File: src/hdl/xcfp_pkg.sv
// ----------------------------------------------------------------------------
// xcfp_pkg
// Shared types and constants for the XOR-checksummed frame parser.
// ----------------------------------------------------------------------------
package xcfp_pkg;

  // Frame delimiter bytes
  localparam logic [7:0] HDR_P     = 8'h50;
  localparam logic [7:0] HDR_D     = 8'h44;
  localparam logic [7:0] HDR_C     = 8'h43;
  localparam logic [7:0] SEP_COLON = 8'h3A;

  // Timeout register
  localparam int unsigned TICK_W = 16;
  localparam logic [TICK_W-1:0] TIMEOUT_RESET = 16'd500;
  localparam logic [TICK_W-1:0] TICK_MAX      = 16'hFFFF;

  // Input action codes
  localparam logic ACT_BYTE = 1'b0;
  localparam logic ACT_TICK = 1'b1;

  typedef enum logic [1:0] {
    EV_PAYLOAD = 2'd0,
    EV_GOOD    = 2'd1,
    EV_BAD     = 2'd2,
    EV_TIMEOUT = 2'd3
  } event_kind_t;

  typedef enum logic [2:0] {
    PH_HUNT  = 3'd0,
    PH_D     = 3'd1,
    PH_C1    = 3'd2,
    PH_C2    = 3'd3,
    PH_LEN   = 3'd4,
    PH_COLON = 3'd5,
    PH_CMD   = 3'd6,
    PH_BODY  = 3'd7
  } phase_t;

  // One input item
  typedef struct packed {
    logic       action;
    logic [7:0] data_byte;
  } item_t;

  // One result item
  typedef struct packed {
    event_kind_t kind;
    logic [7:0]  command;
    logic [7:0]  data;
    logic [7:0]  pos;
  } result_t;

endpackage

File: src/hdl/xcfp_core.sv
// ----------------------------------------------------------------------------
// xcfp_core
// Parser state and per-item next-state logic; produces zero or one result
// for each item that advances.
// ----------------------------------------------------------------------------
module xcfp_core import xcfp_pkg::*; (
  input  logic              clk,
  input  logic              rst,
  input  logic              cfg_we,
  input  logic [TICK_W-1:0] cfg_data,
  input  logic              item_fire,
  input  item_t             item,
  output logic              res_emit,
  output result_t           res
);

  logic [TICK_W-1:0] timeout_ticks;
  phase_t            phase, phase_next;
  logic [7:0]        frame_length, frame_length_next;
  logic [7:0]        frame_command, frame_command_next;
  logic [7:0]        running_xor, running_xor_next;
  logic [7:0]        payload_count, payload_count_next;
  logic              timeout_armed, timeout_armed_next;
  logic [TICK_W-1:0] timeout_count, timeout_count_next;
  logic [TICK_W-1:0] count_inc;
  logic [7:0]        b;

  assign b = item.data_byte;
  // Saturating tick count
  assign count_inc = (timeout_count == TICK_MAX) ? timeout_count
                                                 : timeout_count + 1'b1;

  // Next state and result for the current item
  always_comb begin
    phase_next         = phase;
    frame_length_next  = frame_length;
    frame_command_next = frame_command;
    running_xor_next   = running_xor;
    payload_count_next = payload_count;
    timeout_armed_next = timeout_armed;
    timeout_count_next = timeout_count;
    res_emit           = 1'b0;
    res.kind           = EV_PAYLOAD;
    res.command        = frame_command;
    res.data           = 8'd0;
    res.pos            = 8'd0;

    if (item.action == ACT_TICK) begin
      if (timeout_armed) begin
        timeout_count_next = count_inc;
        if (count_inc >= timeout_ticks) begin
          timeout_armed_next = 1'b0;
          timeout_count_next = '0;
          phase_next         = PH_HUNT;
          res_emit           = 1'b1;
          res.kind           = EV_TIMEOUT;
        end
      end
    end else begin
      case (phase)
        PH_HUNT: begin
          if (b == HDR_P) begin
            timeout_armed_next = 1'b1;
            running_xor_next   = b;
            phase_next         = PH_D;
          end
        end
        PH_D: begin
          if (b == HDR_D) begin
            running_xor_next = running_xor ^ b;
            phase_next       = PH_C1;
          end else begin
            phase_next = PH_HUNT;
          end
        end
        PH_C1, PH_C2: begin
          if (b == HDR_C) begin
            running_xor_next = running_xor ^ b;
            phase_next       = (phase == PH_C1) ? PH_C2 : PH_LEN;
          end else begin
            phase_next = PH_HUNT;
          end
        end
        PH_LEN: begin
          frame_length_next = b;
          running_xor_next  = running_xor ^ b;
          phase_next        = PH_COLON;
        end
        PH_COLON: begin
          if (b == SEP_COLON) begin
            running_xor_next = running_xor ^ b;
            phase_next       = PH_CMD;
          end else begin
            phase_next = PH_HUNT;
          end
        end
        PH_CMD: begin
          frame_command_next = b;
          running_xor_next   = running_xor ^ b;
          payload_count_next = 8'd0;
          phase_next         = PH_BODY;
        end
        PH_BODY: begin
          res_emit = 1'b1;
          if (payload_count == frame_length) begin
            // Checksum byte closes the frame
            res.kind           = (running_xor == b) ? EV_GOOD : EV_BAD;
            res.pos            = frame_length;
            timeout_armed_next = 1'b0;
            timeout_count_next = '0;
            phase_next         = PH_HUNT;
          end else begin
            running_xor_next   = running_xor ^ b;
            res.kind           = EV_PAYLOAD;
            res.data           = b;
            res.pos            = payload_count;
            payload_count_next = payload_count + 8'd1;
          end
        end
        default: begin
          phase_next = PH_HUNT;
        end
      endcase
    end
  end

  // Timeout limit register
  always_ff @(posedge clk) begin
    if (rst) begin
      timeout_ticks <= TIMEOUT_RESET;
    end else if (cfg_we) begin
      timeout_ticks <= cfg_data;
    end
  end

  // Advance parser state on each item
  always_ff @(posedge clk) begin
    if (rst) begin
      phase         <= PH_HUNT;
      frame_length  <= 8'd0;
      frame_command <= 8'd0;
      running_xor   <= 8'd0;
      payload_count <= 8'd0;
      timeout_armed <= 1'b0;
      timeout_count <= '0;
    end else if (item_fire) begin
      phase         <= phase_next;
      frame_length  <= frame_length_next;
      frame_command <= frame_command_next;
      running_xor   <= running_xor_next;
      payload_count <= payload_count_next;
      timeout_armed <= timeout_armed_next;
      timeout_count <= timeout_count_next;
    end
  end

endmodule

File: src/hdl/xor_checksum_frame_parser_top.sv
// ----------------------------------------------------------------------------
// xor_checksum_frame_parser_top
// Deframes 'PDCC' frames with an XOR checksum from a stream of bytes and
// millisecond ticks; reports payload bytes, frame status and timeouts.
//
//   channel  direction  handshake           payload
//   in       input      in_valid/in_stall   action, data_byte
//   out      output     out_valid/out_stall event_kind, command_code,
//                                           payload_data, byte_position
//   cfg      input      cfg_valid/cfg_ready cfg_data (timeout_ticks)
//
// An item is captured in the input register, then the parser state and the
// result register are updated when it has room: one item per cycle is
// sustained unless stalled. The input stalls only while the input register
// holds an item and the result register is full and stalled downstream.
// Reset (rst, synchronous) returns to the header hunt with a limit of 500.
// ----------------------------------------------------------------------------
module xor_checksum_frame_parser_top import xcfp_pkg::*; (
  input  logic              clk,
  input  logic              rst,
  input  logic              in_valid,
  output logic              in_stall,
  input  logic              action,
  input  logic [7:0]        data_byte,
  output logic              out_valid,
  input  logic              out_stall,
  output logic [1:0]        event_kind,
  output logic [7:0]        command_code,
  output logic [7:0]        payload_data,
  output logic [7:0]        byte_position,
  input  logic              cfg_valid,
  output logic              cfg_ready,
  input  logic [TICK_W-1:0] cfg_data
);

  logic    in_reg_valid;
  item_t   in_reg;
  logic    advance;
  logic    res_emit;
  result_t res, res_reg;

  // Result register can take a new value when empty or being drained
  assign advance  = in_reg_valid && !(out_valid && out_stall);
  assign in_stall = in_reg_valid && !advance;
  assign cfg_ready = 1'b1;

  // Input register
  always_ff @(posedge clk) begin
    if (rst) begin
      in_reg_valid <= 1'b0;
    end else if (!in_stall) begin
      in_reg_valid <= in_valid;
    end
  end

  always_ff @(posedge clk) begin
    if (!in_stall && in_valid) begin
      in_reg.action    <= action;
      in_reg.data_byte <= data_byte;
    end
  end

  xcfp_core u_core (
    .clk       (clk),
    .rst       (rst),
    .cfg_we    (cfg_valid && cfg_ready),
    .cfg_data  (cfg_data),
    .item_fire (advance),
    .item      (in_reg),
    .res_emit  (res_emit),
    .res       (res)
  );

  // Result register
  always_ff @(posedge clk) begin
    if (rst) begin
      out_valid <= 1'b0;
    end else if (advance) begin
      out_valid <= res_emit;
    end else if (!out_stall) begin
      out_valid <= 1'b0;
    end
  end

  always_ff @(posedge clk) begin
    if (advance && res_emit) begin
      res_reg <= res;
    end
  end

  assign event_kind    = res_reg.kind;
  assign command_code  = res_reg.command;
  assign payload_data  = res_reg.data;
  assign byte_position = res_reg.pos;

endmodule
File: config.mk
export PLATFORM = sky130hd
export DESIGN_NAME = xor_checksum_frame_parser_top
export DESIGN_NICKNAME = d
export VERILOG_FILES = /design/src/hdl/xcfp_pkg.sv /design/src/hdl/xcfp_core.sv /design/src/hdl/xor_checksum_frame_parser_top.sv
export SDC_FILE = /design/constraint.sdc
export NUM_CORES = 1
export LEC_CHECK = 0
export ABC_AREA = 0
export BUFFER_PORTS_ARGS = -buffer_cell sky130_fd_sc_hd__buf_2
export CAP_MARGIN = 20
export CELL_PAD_IN_SITES_DETAIL_PLACEMENT = 1
export CELL_PAD_IN_SITES_GLOBAL_PLACEMENT = 1
export CORE_MARGIN = 1
export CORE_UTILIZATION = 43
export CTS_CLUSTER_DIAMETER = 200
export DETAILED_ROUTE_END_ITERATION = 6
export PLACE_DENSITY = 0.77
export SLEW_MARGIN = 25
export SYNTH_ARGS = -nofsm -noshare
export SYNTH_HDL_FRONTEND = slang
export SYNTH_HIERARCHICAL = 1
export SYNTH_SLANG_ARGS = --single-unit
export TNS_END_PERCENT = 100
File: constraint.sdc
create_clock -name clk -period 14.16 [get_ports clk]
set_input_delay 2.832 -clock clk [delete_from_list [all_inputs] [get_ports clk]]
set_output_delay 2.832 -clock clk [all_outputs]
set_load 0.05 [all_outputs]
Word level (Yosys, flattened, before mapping)
Cells that the tools add are included.
{"block": "classes", "div_mod_pow": 0, "multipliers": 0, "n_addsub": 2, "reduce_logical": 24, "shift": 0, "n_mux": 43, "eq_ne": 24, "bitwise_logic": 3, "order_cmp": 1}
{"operator": "$mux 16", "count": 6}
{"operator": "$mux 8", "count": 7}
{"operator": "$pmux 8 s6", "count": 1}
{"operator": "$eq 8x7->1 const B", "count": 3}
{"operator": "$mux 3", "count": 8}
{"operator": "$pmux 3 s7", "count": 1}
{"operator": "$add 16x1->16 const B", "count": 1}
{"operator": "$eq 16x16->1 const B", "count": 1}
{"operator": "$eq 8x8->1", "count": 2}
{"operator": "$ge 16x16->1", "count": 1}
{"operator": "$pmux 8 s2", "count": 1}
{"operator": "$mux 2", "count": 7}
{"operator": "$ne 2x1->1 const B", "count": 7}
{"operator": "$eq 3x3->1 const B", "count": 4}
{"operator": "$reduce_and 4->1", "count": 3}
{"operator": "$mux 1", "count": 11}
{"operator": "$add 8x1->8 const B", "count": 1}
{"operator": "$eq 8x6->1 const B", "count": 1}
{"operator": "$xor 8x8->8", "count": 1}
{"operator": "$reduce_and 7->1", "count": 1}
{"operator": "$eq 3x2->1 const B", "count": 2}
{"operator": "$ne 3x2->1 const B", "count": 2}
{"operator": "$reduce_and 3->1", "count": 2}
{"operator": "$reduce_bool 2->1", "count": 3}
{"operator": "11 further kinds", "count": 20}
{"block": "word_totals", "latch_bits": 0, "regBits": 105, "romBits": 0, "ram_bits": 0, "in_bits": 30, "output_inout_bits": 29, "n_memories": 0}

Logic depth before layout (Yosys ltp)
Gate-level depths: netlist (run 1).
{"block": "logic_depth", "depth_word": 7, "ltp_mapped": 15, "ltp_nobuf": 15}

Modules after synthesis
The synthesis (run 1) kept the hierarchy.
{"module": "xcfp_core", "area_per_inst_um2": 4008.8, "cells_per_inst": 490, "n_inst": 1, "seq_area_each_um2": 1361.3}
{"module": "xor_checksum_frame_parser_top", "area_per_inst_um2": 1156.1, "cells_per_inst": 49, "n_inst": 1, "seq_area_each_um2": 1091.0}

Worst setup path before layout (run 1)
No wires, ideal clock.
{"block": "synth_timing", "path_kind": "input port to output port", "startpoint": "in out_stall", "endpoint": "out in_stall", "path_stages": 2, "path_buffers": 0, "required_ns": 11.328, "arrival_ns": 3.271, "path_slack_ns": 8.057, "cell_sequence": "nand3_2 inv_1"}
{"block": "synth_via", "elab_chain_len": 5}
{"element": "from (decl)", "line": "xor_checksum_frame_parser_top.sv:26", "rtl": "input logic out_stall,"}
{"element": "$logic_and 1x1->1", "line": "xor_checksum_frame_parser_top.sv:43", "rtl": "assign advance = in_reg_valid && !(out_valid && out_stall);"}
{"element": "$logic_not 1->1", "line": "xor_checksum_frame_parser_top.sv:43"}
{"element": "$logic_and 1x1->1", "line": "xor_checksum_frame_parser_top.sv:43"}
{"element": "$logic_not 1->1", "line": "xor_checksum_frame_parser_top.sv:44", "rtl": "assign in_stall = in_reg_valid && !advance;"}
{"element": "$logic_and 1x1->1", "line": "xor_checksum_frame_parser_top.sv:44"}
{"element": "to (decl)", "line": "xor_checksum_frame_parser_top.sv:22", "rtl": "output logic in_stall,"}
No other way between the ends.

Worst setup path in the final report (run 1)
Ends and elaborated chain as after synthesis.

==> flow_summary.toml, run 1 <==
[outcome]
status = "finished, violations left"
violations = "DRC"

[placement]
dp_hpwl_um = 8860
place_congestion = 0.823
place_inst = 712
port_buffers = 57

[clock_network]
path_clk_slew_ns = 0.07
cts_num_sinks = 105
cts.path.max_buffers = 2
cts_tree = "done"
post-cts-setup-buffers = 0
clkLatencyLatePin_ns = 0.36
cts_max_level = 3
post_cts_resized = 0
clockRootBuffer = "clkbuf_16"
hold_buffers = 0
cts_buffers = 9

[worst_setup_path]
rr_worst_depth = 16
r2r-end = "payload_data[6]"
crit_type = "primary input to primary output"
r2r-start = "u_core/timeout_count[0]"
critical_path_peak_fanout = 3
crit_path_start_kind = "primary input"
critical_path_required_ns = 11.33
rrSetupSlack_ns = 9.25
cp-end-kind = "primary output"
arrival_ns = 3.38
endpoint = "in_stall"
critPathLaunch = "out_stall"

[logic_synthesis]
syn_inst = 539
syn_area_um2 = 5160
yosysSeqAreaShare_pct = 47.5
ys_warn_count = 6
yosys_most_used_dff = "dfxtp_1"
synth_fp_nets = 587
synth_edf_count = 35
synth-seq-cells = 105
synth.distinct_cells = 61
async_reset_ff_share_pct = 0
synth.avg_cell_area_um2 = 9.58

[global_routing]
antenna_found_initial = 0
grt_pass1_vias = 4330
grt_usage_pct = 21.3
grt_max_degree = 54
grt_pass1_wl_um = 20900
overflow = 0

[timing]
slew_headroom_pct = 31.2
skew_ns = 0.00490
hold_viol = 0
maxSlewViolCount = 0
period_share_pct = 43.9
hold_ws_ns = 0.439
fin_tns_setup_ns = 0
rsz0062_at_grt = "no"
max_freq_mhz = 161
period_needed_ns = 6.21
worst_slew_pin_slew_ns = 1.03
setup_viol = 0

[finish]
drive_gt1_share_pct = 15.6
syn_to_final_growth_pct = 13.3
stdcell_count = 728
nets = 628
antenna_cells = 0

[routing]
wl_um = 12500
wl_per_cell_um = 17.1
vias = 4074
viasPerCell = 5.60
drt_first_iter_violations = 153
drc = 3
ant_nets = 0
drt-pass1-iter-count = 6

[power_and_ir_drop]
totalPowerFinal_uw = 616
powerDensity_nw_per_um2 = 105
power.leakage_nw = 2.48
irDropWorstVdd_mv = 0.0617

[die]
initial_core_util_pct = 44.7
rows = 39
core_um2 = 11600
die_x_um = 112
dieArea_um2 = 12500
die_h_um = 112
ios = 59

[hold_path]
hp-class = "flop to flop"

[run]
drv_cap = 0
[cell type report]
class                   instances  area [um2]
clock inverters                 6        78.8
well taps                     143         179
fillers                      1312        5710
flip-flops and latches        105        2450
clock buffers                  10         250
repair buffers                 61         318
multi-input cells             377        2470
inverters                      26        97.6
[layer usage]
| layer | up-vias | GRT usage, % | share of wire, % |
|---|---|---|---|
| met2 | 69 | 39.7 | 52 |
| met5 | - | 0 | 0 |
| li1 | 1992 | - | - |
| met1 | 1993 | 23.6 | 43 |
| met4 | 0 | 9.01 | 2.4 |
| met3 | 20 | 3.92 | 2.8 |
[where the power goes]
part	switching [mW]	internal [mW]	total (mW)	leakage [nW]
registers	0.00580	0.314	0.320	0.958
logic	0.0146	0.00939	0.0240	1.36
clock network	0.120	0.152	0.272	0.162
[cell usage after synthesis, types with 11 or more instances]
| master | instances | share of area [%] |
|---|---|---|
| and2_1 | 11 | 1.3 |
| dfxtp_1 | 70 | 27 |
| xor2_1 | 16 | 2.7 |
| mux2i_1 | 29 | 5.6 |
| nor2_1 | 50 | 3.6 |
| nand3_1 | 25 | 2.4 |
| ha_1 | 18 | 4.4 |
| clkbuf_1 | 20 | 1.5 |
| edfxtp_1 | 35 | 20 |
| a21oi_1 | 29 | 2.8 |
| xnor2_1 | 16 | 2.7 |
| o21ai_0 | 14 | 1.4 |
| o211ai_1 | 11 | 1.6 |
| inv_1 | 26 | 1.9 |
| nand2_1 | 48 | 3.5 |
[metrics by stage]
step                area [um2]  util [%]  worst slack, ns
floorplan                 5160         -             8.06
global placement          5520      47.7             7.96
detailed placement        5520      47.7             7.95
CTS                       5850      50.6             7.94
global route              5850      50.6             7.91
finish                    5850      50.6             7.95
[worst min path at each step]
stage | startpoint | to | slack [ns] | cells after the start
5_1_grt | u_core/frame_command[5] | command_code[5] | 0.45 | 0
4_1_cts | u_core/frame_command[5] | command_code[5] | 0.44 | 0
3_5_place_dp | u_core/frame_command[4] | command_code[4] | 0.42 | 0
6_report | u_core/frame_command[5] | command_code[5] | 0.44 | 0
2_1_floorplan | u_core/frame_command[0] | command_code[0] | 0.41 | 0
3_3_place_gp | u_core/frame_command[3] | command_code[3] | 0.42 | 0
[placed cells by master, fill, tap and decap left out, types with 6 or more instances in the layout]
| master | synthesis | final |
|---|---|---|
| xnor2_1 | 16 | 16 |
| inv_1 | 26 | 26 |
| and3_1 | 10 | 10 |
| edfxtp_1 | 35 | 35 |
| mux2i_1 | 29 | 29 |
| nor3_1 | 9 | 9 |
| ha_1 | 18 | 18 |
| a22o_1 | 6 | 6 |
| a21oi_1 | 29 | 28 |
| dfxtp_1 | 70 | 70 |
| a31oi_1 | 8 | 8 |
| nand3_1 | 25 | 25 |
| xor2_1 | 16 | 16 |
| nor2_1 | 50 | 50 |
| buf_2 | 7 | 56 |
| o211ai_1 | 11 | 11 |
| o21ai_0 | 14 | 14 |
| nand2_1 | 48 | 48 |
| clkbuf_16 | 0 | 10 |
| nand4_1 | 10 | 10 |
| nor4_1 | 7 | 7 |
| and2_1 | 11 | 11 |
[kinds of logic (layout without fill, tap and decap cells)]
group                    after synthesis  in the layout  share of synthesized area, %
AND/OR/NAND/NOR                      201            201                          20.2
flip-flops                           105            105                          47.5
adder cells (fa/ha/maj)               18             18                          4.36
buffers and inverters                 57            103                          4.68
multiplexers                          31             31                          6.06
AO/OA/AOI/OAI                         94             94                          11.7
other                                  1              1                        0.0726
XOR/XNOR                              32             32                          5.43
[worst max-delay path: stages]
cell     delay (ns)
buf_2          0.11
nand3_2        0.09
inv_1          0.08
buf_2          0.26
Power figures use the tool's default switching activity.
==> run 2, diff against run 1 <==
--- a/config.mk
+++ b/config.mk
@@ -5,13 +5,13 @@
 export SDC_FILE = /design/constraint.sdc
 export NUM_CORES = 1
 export LEC_CHECK = 0
-export ABC_AREA = 0
+export ABC_AREA = 1
 export BUFFER_PORTS_ARGS = -buffer_cell sky130_fd_sc_hd__buf_2
 export CAP_MARGIN = 20
 export CELL_PAD_IN_SITES_DETAIL_PLACEMENT = 1
 export CELL_PAD_IN_SITES_GLOBAL_PLACEMENT = 1
 export CORE_MARGIN = 1
-export CORE_UTILIZATION = 43
+export CORE_UTILIZATION = 39
 export CTS_CLUSTER_DIAMETER = 200
 export DETAILED_ROUTE_END_ITERATION = 6
 export PLACE_DENSITY = 0.77
==> constraint.sdc (replaced) <==
create_clock -name clk -period 5 [get_ports clk]
set_input_delay 1 -clock clk [delete_from_list [all_inputs] [get_ports clk]]
set_output_delay 1 -clock clk [all_outputs]
set_load 0.05 [all_outputs]
==> flow_summary.toml, run 2 <==
[clock_network]
clkLatencyLatePin_ns = 0.36
clockRootBuffer = "clkbuf_16"
hold_buffers = 0
post-cts-setup-buffers = 0
cts_max_level = 3
cts.path.max_buffers = 2
post_cts_resized = 0
path_clk_slew_ns = 0.08
cts_tree = "done"
cts_num_sinks = 105
cts_buffers = 9

[die]
ios = 59
die_x_um = 117
core_um2 = 12800
dieArea_um2 = 13800
die_h_um = 117
initial_core_util_pct = 40.6
rows = 41

[worst_setup_path]
critical_path_peak_fanout = 26
arrival_ns = 3.70
rrSetupSlack_ns = 1.34
crit_path_start_kind = "flop"
critical_path_required_ns = 5.03
crit_type = "flop to flop"
cp-end-kind = "flop"

[power_and_ir_drop]
irDropWorstVdd_mv = 0.147
totalPowerFinal_mw = 1.74
powerDensity_nw_per_um2 = 294
power.leakage_nw = 2.49

[logic_synthesis]
async_reset_ff_share_pct = 0
synth_adder_area_share_pct = 4.34
synth_top_area_cell = "dfxtp_1"
yosysSeqAreaShare_pct = 47.2
synth_top_area_share_pct = 27.0
synth_edf_count = 35
syn_inst = 661
synth_top_family_by_area = "simple AND/OR/NAND/NOR gates"
synth-simple-area-share_pct = 22.8
synth-seq-cells = 105
yosys_most_used_dff = "dfxtp_1"
synth.avg_cell_area_um2 = 7.85
synthXorXnorAreaFrac_pct = 3.88
syn_area_um2 = 5190
yosysMostFrequentCell = "nand2_1"
synth_area_leaders = "dfxtp_1, edfxtp_1, nand2_1"
synth-compound-area-share_pct = 14.0
synthMuxAreaShare_pct = 0
ys_warn_count = 6
synth.top_cells.by_count = "nand2_1, inv_1, a21oi_1"
synth.distinct_cells = 32
synth_fp_nets = 709

[timing]
hold_ws_ns = 0.436
hold_viol = 0
max_freq_mhz = 273
skew_ns = 0.00925
maxSlewViolCount = 0
period_needed_ns = 3.66
setup_viol = 0
rsz0062_at_grt = "no"
slew_headroom_pct = 33.5
worst_slew_pin_slew_ns = 0.996
fin_tns_setup_ns = 0
period_share_pct = 73.3

[routing]
ant_nets = 0
wl_per_cell_um = 15.2
drt-pass1-iter-count = 5
wl_um = 13500
drt_first_iter_violations = 299
viasPerCell = 5.15
drc = 0
vias = 4580

[global_routing]
grt_usage_pct = 20.3
grt_max_degree = 36
grt_pass1_wl_um = 22300
overflow = 0
antenna_found_initial = 0
grt_pass1_vias = 4552

[finish]
nets = 761
drive_gt1_share_pct = 13.4
syn_to_final_growth_pct = 14.0
final_cell_mix = "nand2_1, inv_1, a21oi_1"
fin_util_pct = 46.3
final_common_cell = "nand2_1"
antenna_cells = 0

[placement]
place_congestion = 0.846
dp_hpwl_um = 9910
port_buffers = 57

[run]
drv_cap = 0

[outcome]
status = "finished, final reports clean"

[hold_path]
hp-class = "flop to flop"
[run 2: cell count changes after synthesis, sizes merged, moves of 10 or more]
cell / change
o211ai: -11
and3: -10
inv: +56
and2: -12
nand3: +15
nand2: +77
a21oi: +45
o21ai: +44
nor2: +25
mux2i: -29
[run 2: final cells by class]
class	count	area (um2)
tap	172	215
timing repair buffer	59	300
inverter	83	312
fill	1599	6860
sequential	105	2450
clock inverter	6	58.8
multi-input combinational	455	2350
clock buffer	10	229
[run 2: worst max-delay path, stage by stage, from the launching register on]
cell and delay (ns):
dfxtp_1 0.39, ha_1 0.19, nand2_1 0.06, inv_1 0.08, nand2_1 0.10, nor3_1 0.15, nand3_1 0.32, o21ai_0 0.26
inv_1 0.08, ha_1 0.30, nand2_1 0.06, nor2_1 0.10, nand2_1 0.07, nand2_1 0.09, nor2_1 0.05, nand2_1 0.06
nand2_1 0.06, nand2_1 0.07, nand3_1 0.10, o21ai_0 0.14, inv_1 0.11, nor3_2 0.15, buf_4 0.33
[run 2: stage by stage]
step / instances / area (um2) / setup slack [ns]
floorplan: 661 / 5190 / 0.451
global route: 890 / 5920 / 0.920
detailed placement: 874 / 5630 / 1.38
finish: 890 / 5920 / 1.34
CTS: 890 / 5920 / 1.35
global placement: 874 / 5630 / 1.59
[run 2: kinds of logic (layout without fill, tap and decap cells)]
family | count (synthesis) | count (layout)
fa+ha+maj | 18 | 18
flops | 105 | 105
buf+inv | 101 | 158
other cells | 1 | 1
xor+xnor | 23 | 23
simple gates | 272 | 272
compound gates | 141 | 141
[run 2: worst paths after layout]
kind | cells past startpoint | to | from
worst min-delay path | 0 | command_code[6] | u_core/frame_command[6]
worst min register to register | 0 | command_code[6] | u_core/frame_command[6]
worst max-delay path | 22 | command_code[7] | u_core/timeout_count[0]
worst max register to register | 22 | command_code[7] | u_core/timeout_count[0]
[run 2: power breakdown]
group	leakage, nW	switching [mW]	internal (mW)
combinational	1.48	0.0833	0.0394
clock	0.139	0.353	0.353
sequential	0.870	0.0154	0.895
[run 2: per-layer routing]
layer	vias to the layer above	part of all wire (%)	GRT usage (%)
met5	-	0	0
met1	2186	46	25.7
met3	23	3.7	2.87
met2	97	48	34.4
li1	2274	-	-
met4	0	2.5	8.85
==> run 3, diff against run 2 <==
--- a/config.mk
+++ b/config.mk
@@ -11,10 +11,10 @@
 export CELL_PAD_IN_SITES_DETAIL_PLACEMENT = 1
 export CELL_PAD_IN_SITES_GLOBAL_PLACEMENT = 1
 export CORE_MARGIN = 1
-export CORE_UTILIZATION = 39
+export CORE_UTILIZATION = 43
 export CTS_CLUSTER_DIAMETER = 200
 export DETAILED_ROUTE_END_ITERATION = 6
-export PLACE_DENSITY = 0.77
+export PLACE_DENSITY = 0.8
 export SLEW_MARGIN = 25
 export SYNTH_ARGS = -nofsm -noshare
 export SYNTH_HDL_FRONTEND = slang
==> constraint.sdc (replaced) <==
create_clock -name clk -period 3.5 [get_ports clk]
set_input_delay 0.7 -clock clk [delete_from_list [all_inputs] [get_ports clk]]
set_output_delay 0.7 -clock clk [all_outputs]
set_load 0.05 [all_outputs]
==> flow_summary.toml, run 3 (synthesis results as in run 2) <==
[outcome]
status = "finished, violations left"
violations = "DRC"

[placement]
port_buffers = 57
place_congestion = 0.908
dp_hpwl_um = 10400

[die]
dieArea_um2 = 12500
die_h_um = 112
ios = 59
rows = 39
initial_core_util_pct = 44.7
die_x_um = 112
core_um2 = 11600

[power_and_ir_drop]
p_sw_share_pct = 25.7
powerDensity_nw_per_um2 = 409
power.leakage_nw = 2.59
pwr-share-clk_pct = 40.0
p_int_mw = 1.84
power_frac_comb_pct = 7.4
irDropWorstVdd_mv = 0.254
p_switching_uw = 637
seqPwrFrac_pct = 52.6
totalPowerFinal_mw = 2.48

[finish]
multi_input_area_um2 = 2400
drive_gt1_share_pct = 16.0
filler_cell_count = 1447
nets = 770
syn_to_final_growth_pct = 16.6
antenna_cells = 0
final_cell_mix = "nand2_1, inv_1, a21oi_1"
fin_util_pct = 52.1
seqCellArea_um2 = 2460
final_common_cell = "nand2_1"

[timing]
slew_headroom_pct = 55.6
maxSlewViolCount = 0
hold_viol = 0
fin_tns_setup_ns = 0
skew_ns = 0.0116
setup_viol = 0
worst_slew_pin_slew_ns = 0.665
max_freq_mhz = 307
hold_ws_ns = 0.445
period_share_pct = 93.2
period_needed_ns = 3.26

[clock_network]
cts.path.max_buffers = 2
cts_tree = "done"
clockRootBuffer = "clkbuf_16"
cts_num_sinks = 105
cts_buffers = 9
hold_buffers = 0
cts_max_level = 3
clkLatencyLatePin_ns = 0.36
path_clk_slew_ns = 0.07

[routing]
drt_first_iter_violations = 256
viasPerCell = 5.43
drt-pass1-iter-count = 7
vias = 4725
wl_um = 14200
drc = 7
ant_nets = 0
wl_per_cell_um = 16.3

[global_routing]
grt_pass1_wl_um = 23300
grt_max_degree = 36
grt_pass1_vias = 4773
grt_usage_pct = 23.9
overflow = 0
antenna_found_initial = 0

[worst_setup_path]
critical_path_required_ns = 3.58
rrSetupSlack_ns = 0.24
cp-end-kind = "flop"
crit_path_start_kind = "flop"
arrival_ns = 3.35
crit_type = "flop to flop"
rr_worst_depth = 23
critical_path_peak_fanout = 9

[hold_path]
hp-class = "flop to flop"
holdPathStages = 0

[run]
drv_cap = 0
## run 3: cell types whose count changed in the layout (fill, tap and decap cells not counted), sizes merged
cell,change
clkbuf,+1
clkinv,+2
inv,-2
buf,+8
## run 3: area by class of cell
cell class / instances / area share, %
clock buffer: 10 / 3.78
sequential: 105 / 40.6
timing repair buffer: 68 / 6.91
tap: 143 / 2.96
inverter: 83 / 5.15
clock inverter: 6 / 1.01
multi-input combinational: 455 / 39.6
## run 3: path summary, 6_finish.rpt
check / end / from
max: command_code[6] / u_core/timeout_count[0]
min reg2reg: command_code[2] / u_core/frame_command[2]
min: command_code[2] / u_core/frame_command[2]
max reg2reg: command_code[6] / u_core/timeout_count[0]
## run 3: timing repair
| action | in CTS | in global routing |
|---|---|---|
| setup buffers | 0 | 2 |
| gates resized for setup | 0 | 18 |
| setup endpoints to repair | 0 | 43 |
## run 3: stage by stage
step | std cells | area (um2) | setup slack [ns]
global route | 870 | 6050 | -0.0741
finish | 870 | 6050 | 0.238
global placement | 851 | 5660 | 0.260
floorplan | 661 | 5200 | 0.105
detailed placement | 851 | 5660 | 0.0502
CTS | 867 | 5950 | 0.0398
## run 3: worst max-delay path, stage by stage (launching register included)
cell and delay, ns:
dfxtp_4 0.37, ha_2 0.18, nand2_1 0.06, inv_2 0.10, nand2_4 0.09, nor3_4 0.22
nand3_2 0.15, o21ai_1 0.17, inv_1 0.07, ha_1 0.31, inv_1 0.05, o21bai_1 0.11
nand2_1 0.06, nand2_1 0.05, nand2_1 0.04, nand2_1 0.07, nand2_1 0.06, nand2_1 0.06
nand3_1 0.10, o21ai_1 0.12, inv_1 0.10, nor3_4 0.15, buf_12 0.14, clkbuf_16 0.15
## run 3: metal layers
| layer | wire length (um) | GRT usage [%] | vias up |
|---|---|---|---|
| met4 | 208 | 8.56 | 0 |
| met3 | 593 | 4.14 | 23 |
| met5 | 0 | 0 | - |
| met1 | 6490 | 30.9 | 2279 |
| met2 | 6860 | 40.2 | 117 |
| li1 | - | - | 2306 |
## run 3: power groups by stage
stage	logic [mW]	registers, mW	clock network, mW
final	0.183	1.30	0.991
after global routing	0.208	1.30	1.06
after CTS	0.182	1.30	1.02
after detailed placement	0.180	1.33	0
after global placement	0.170	1.33	0
after floorplan	0.119	1.32	0
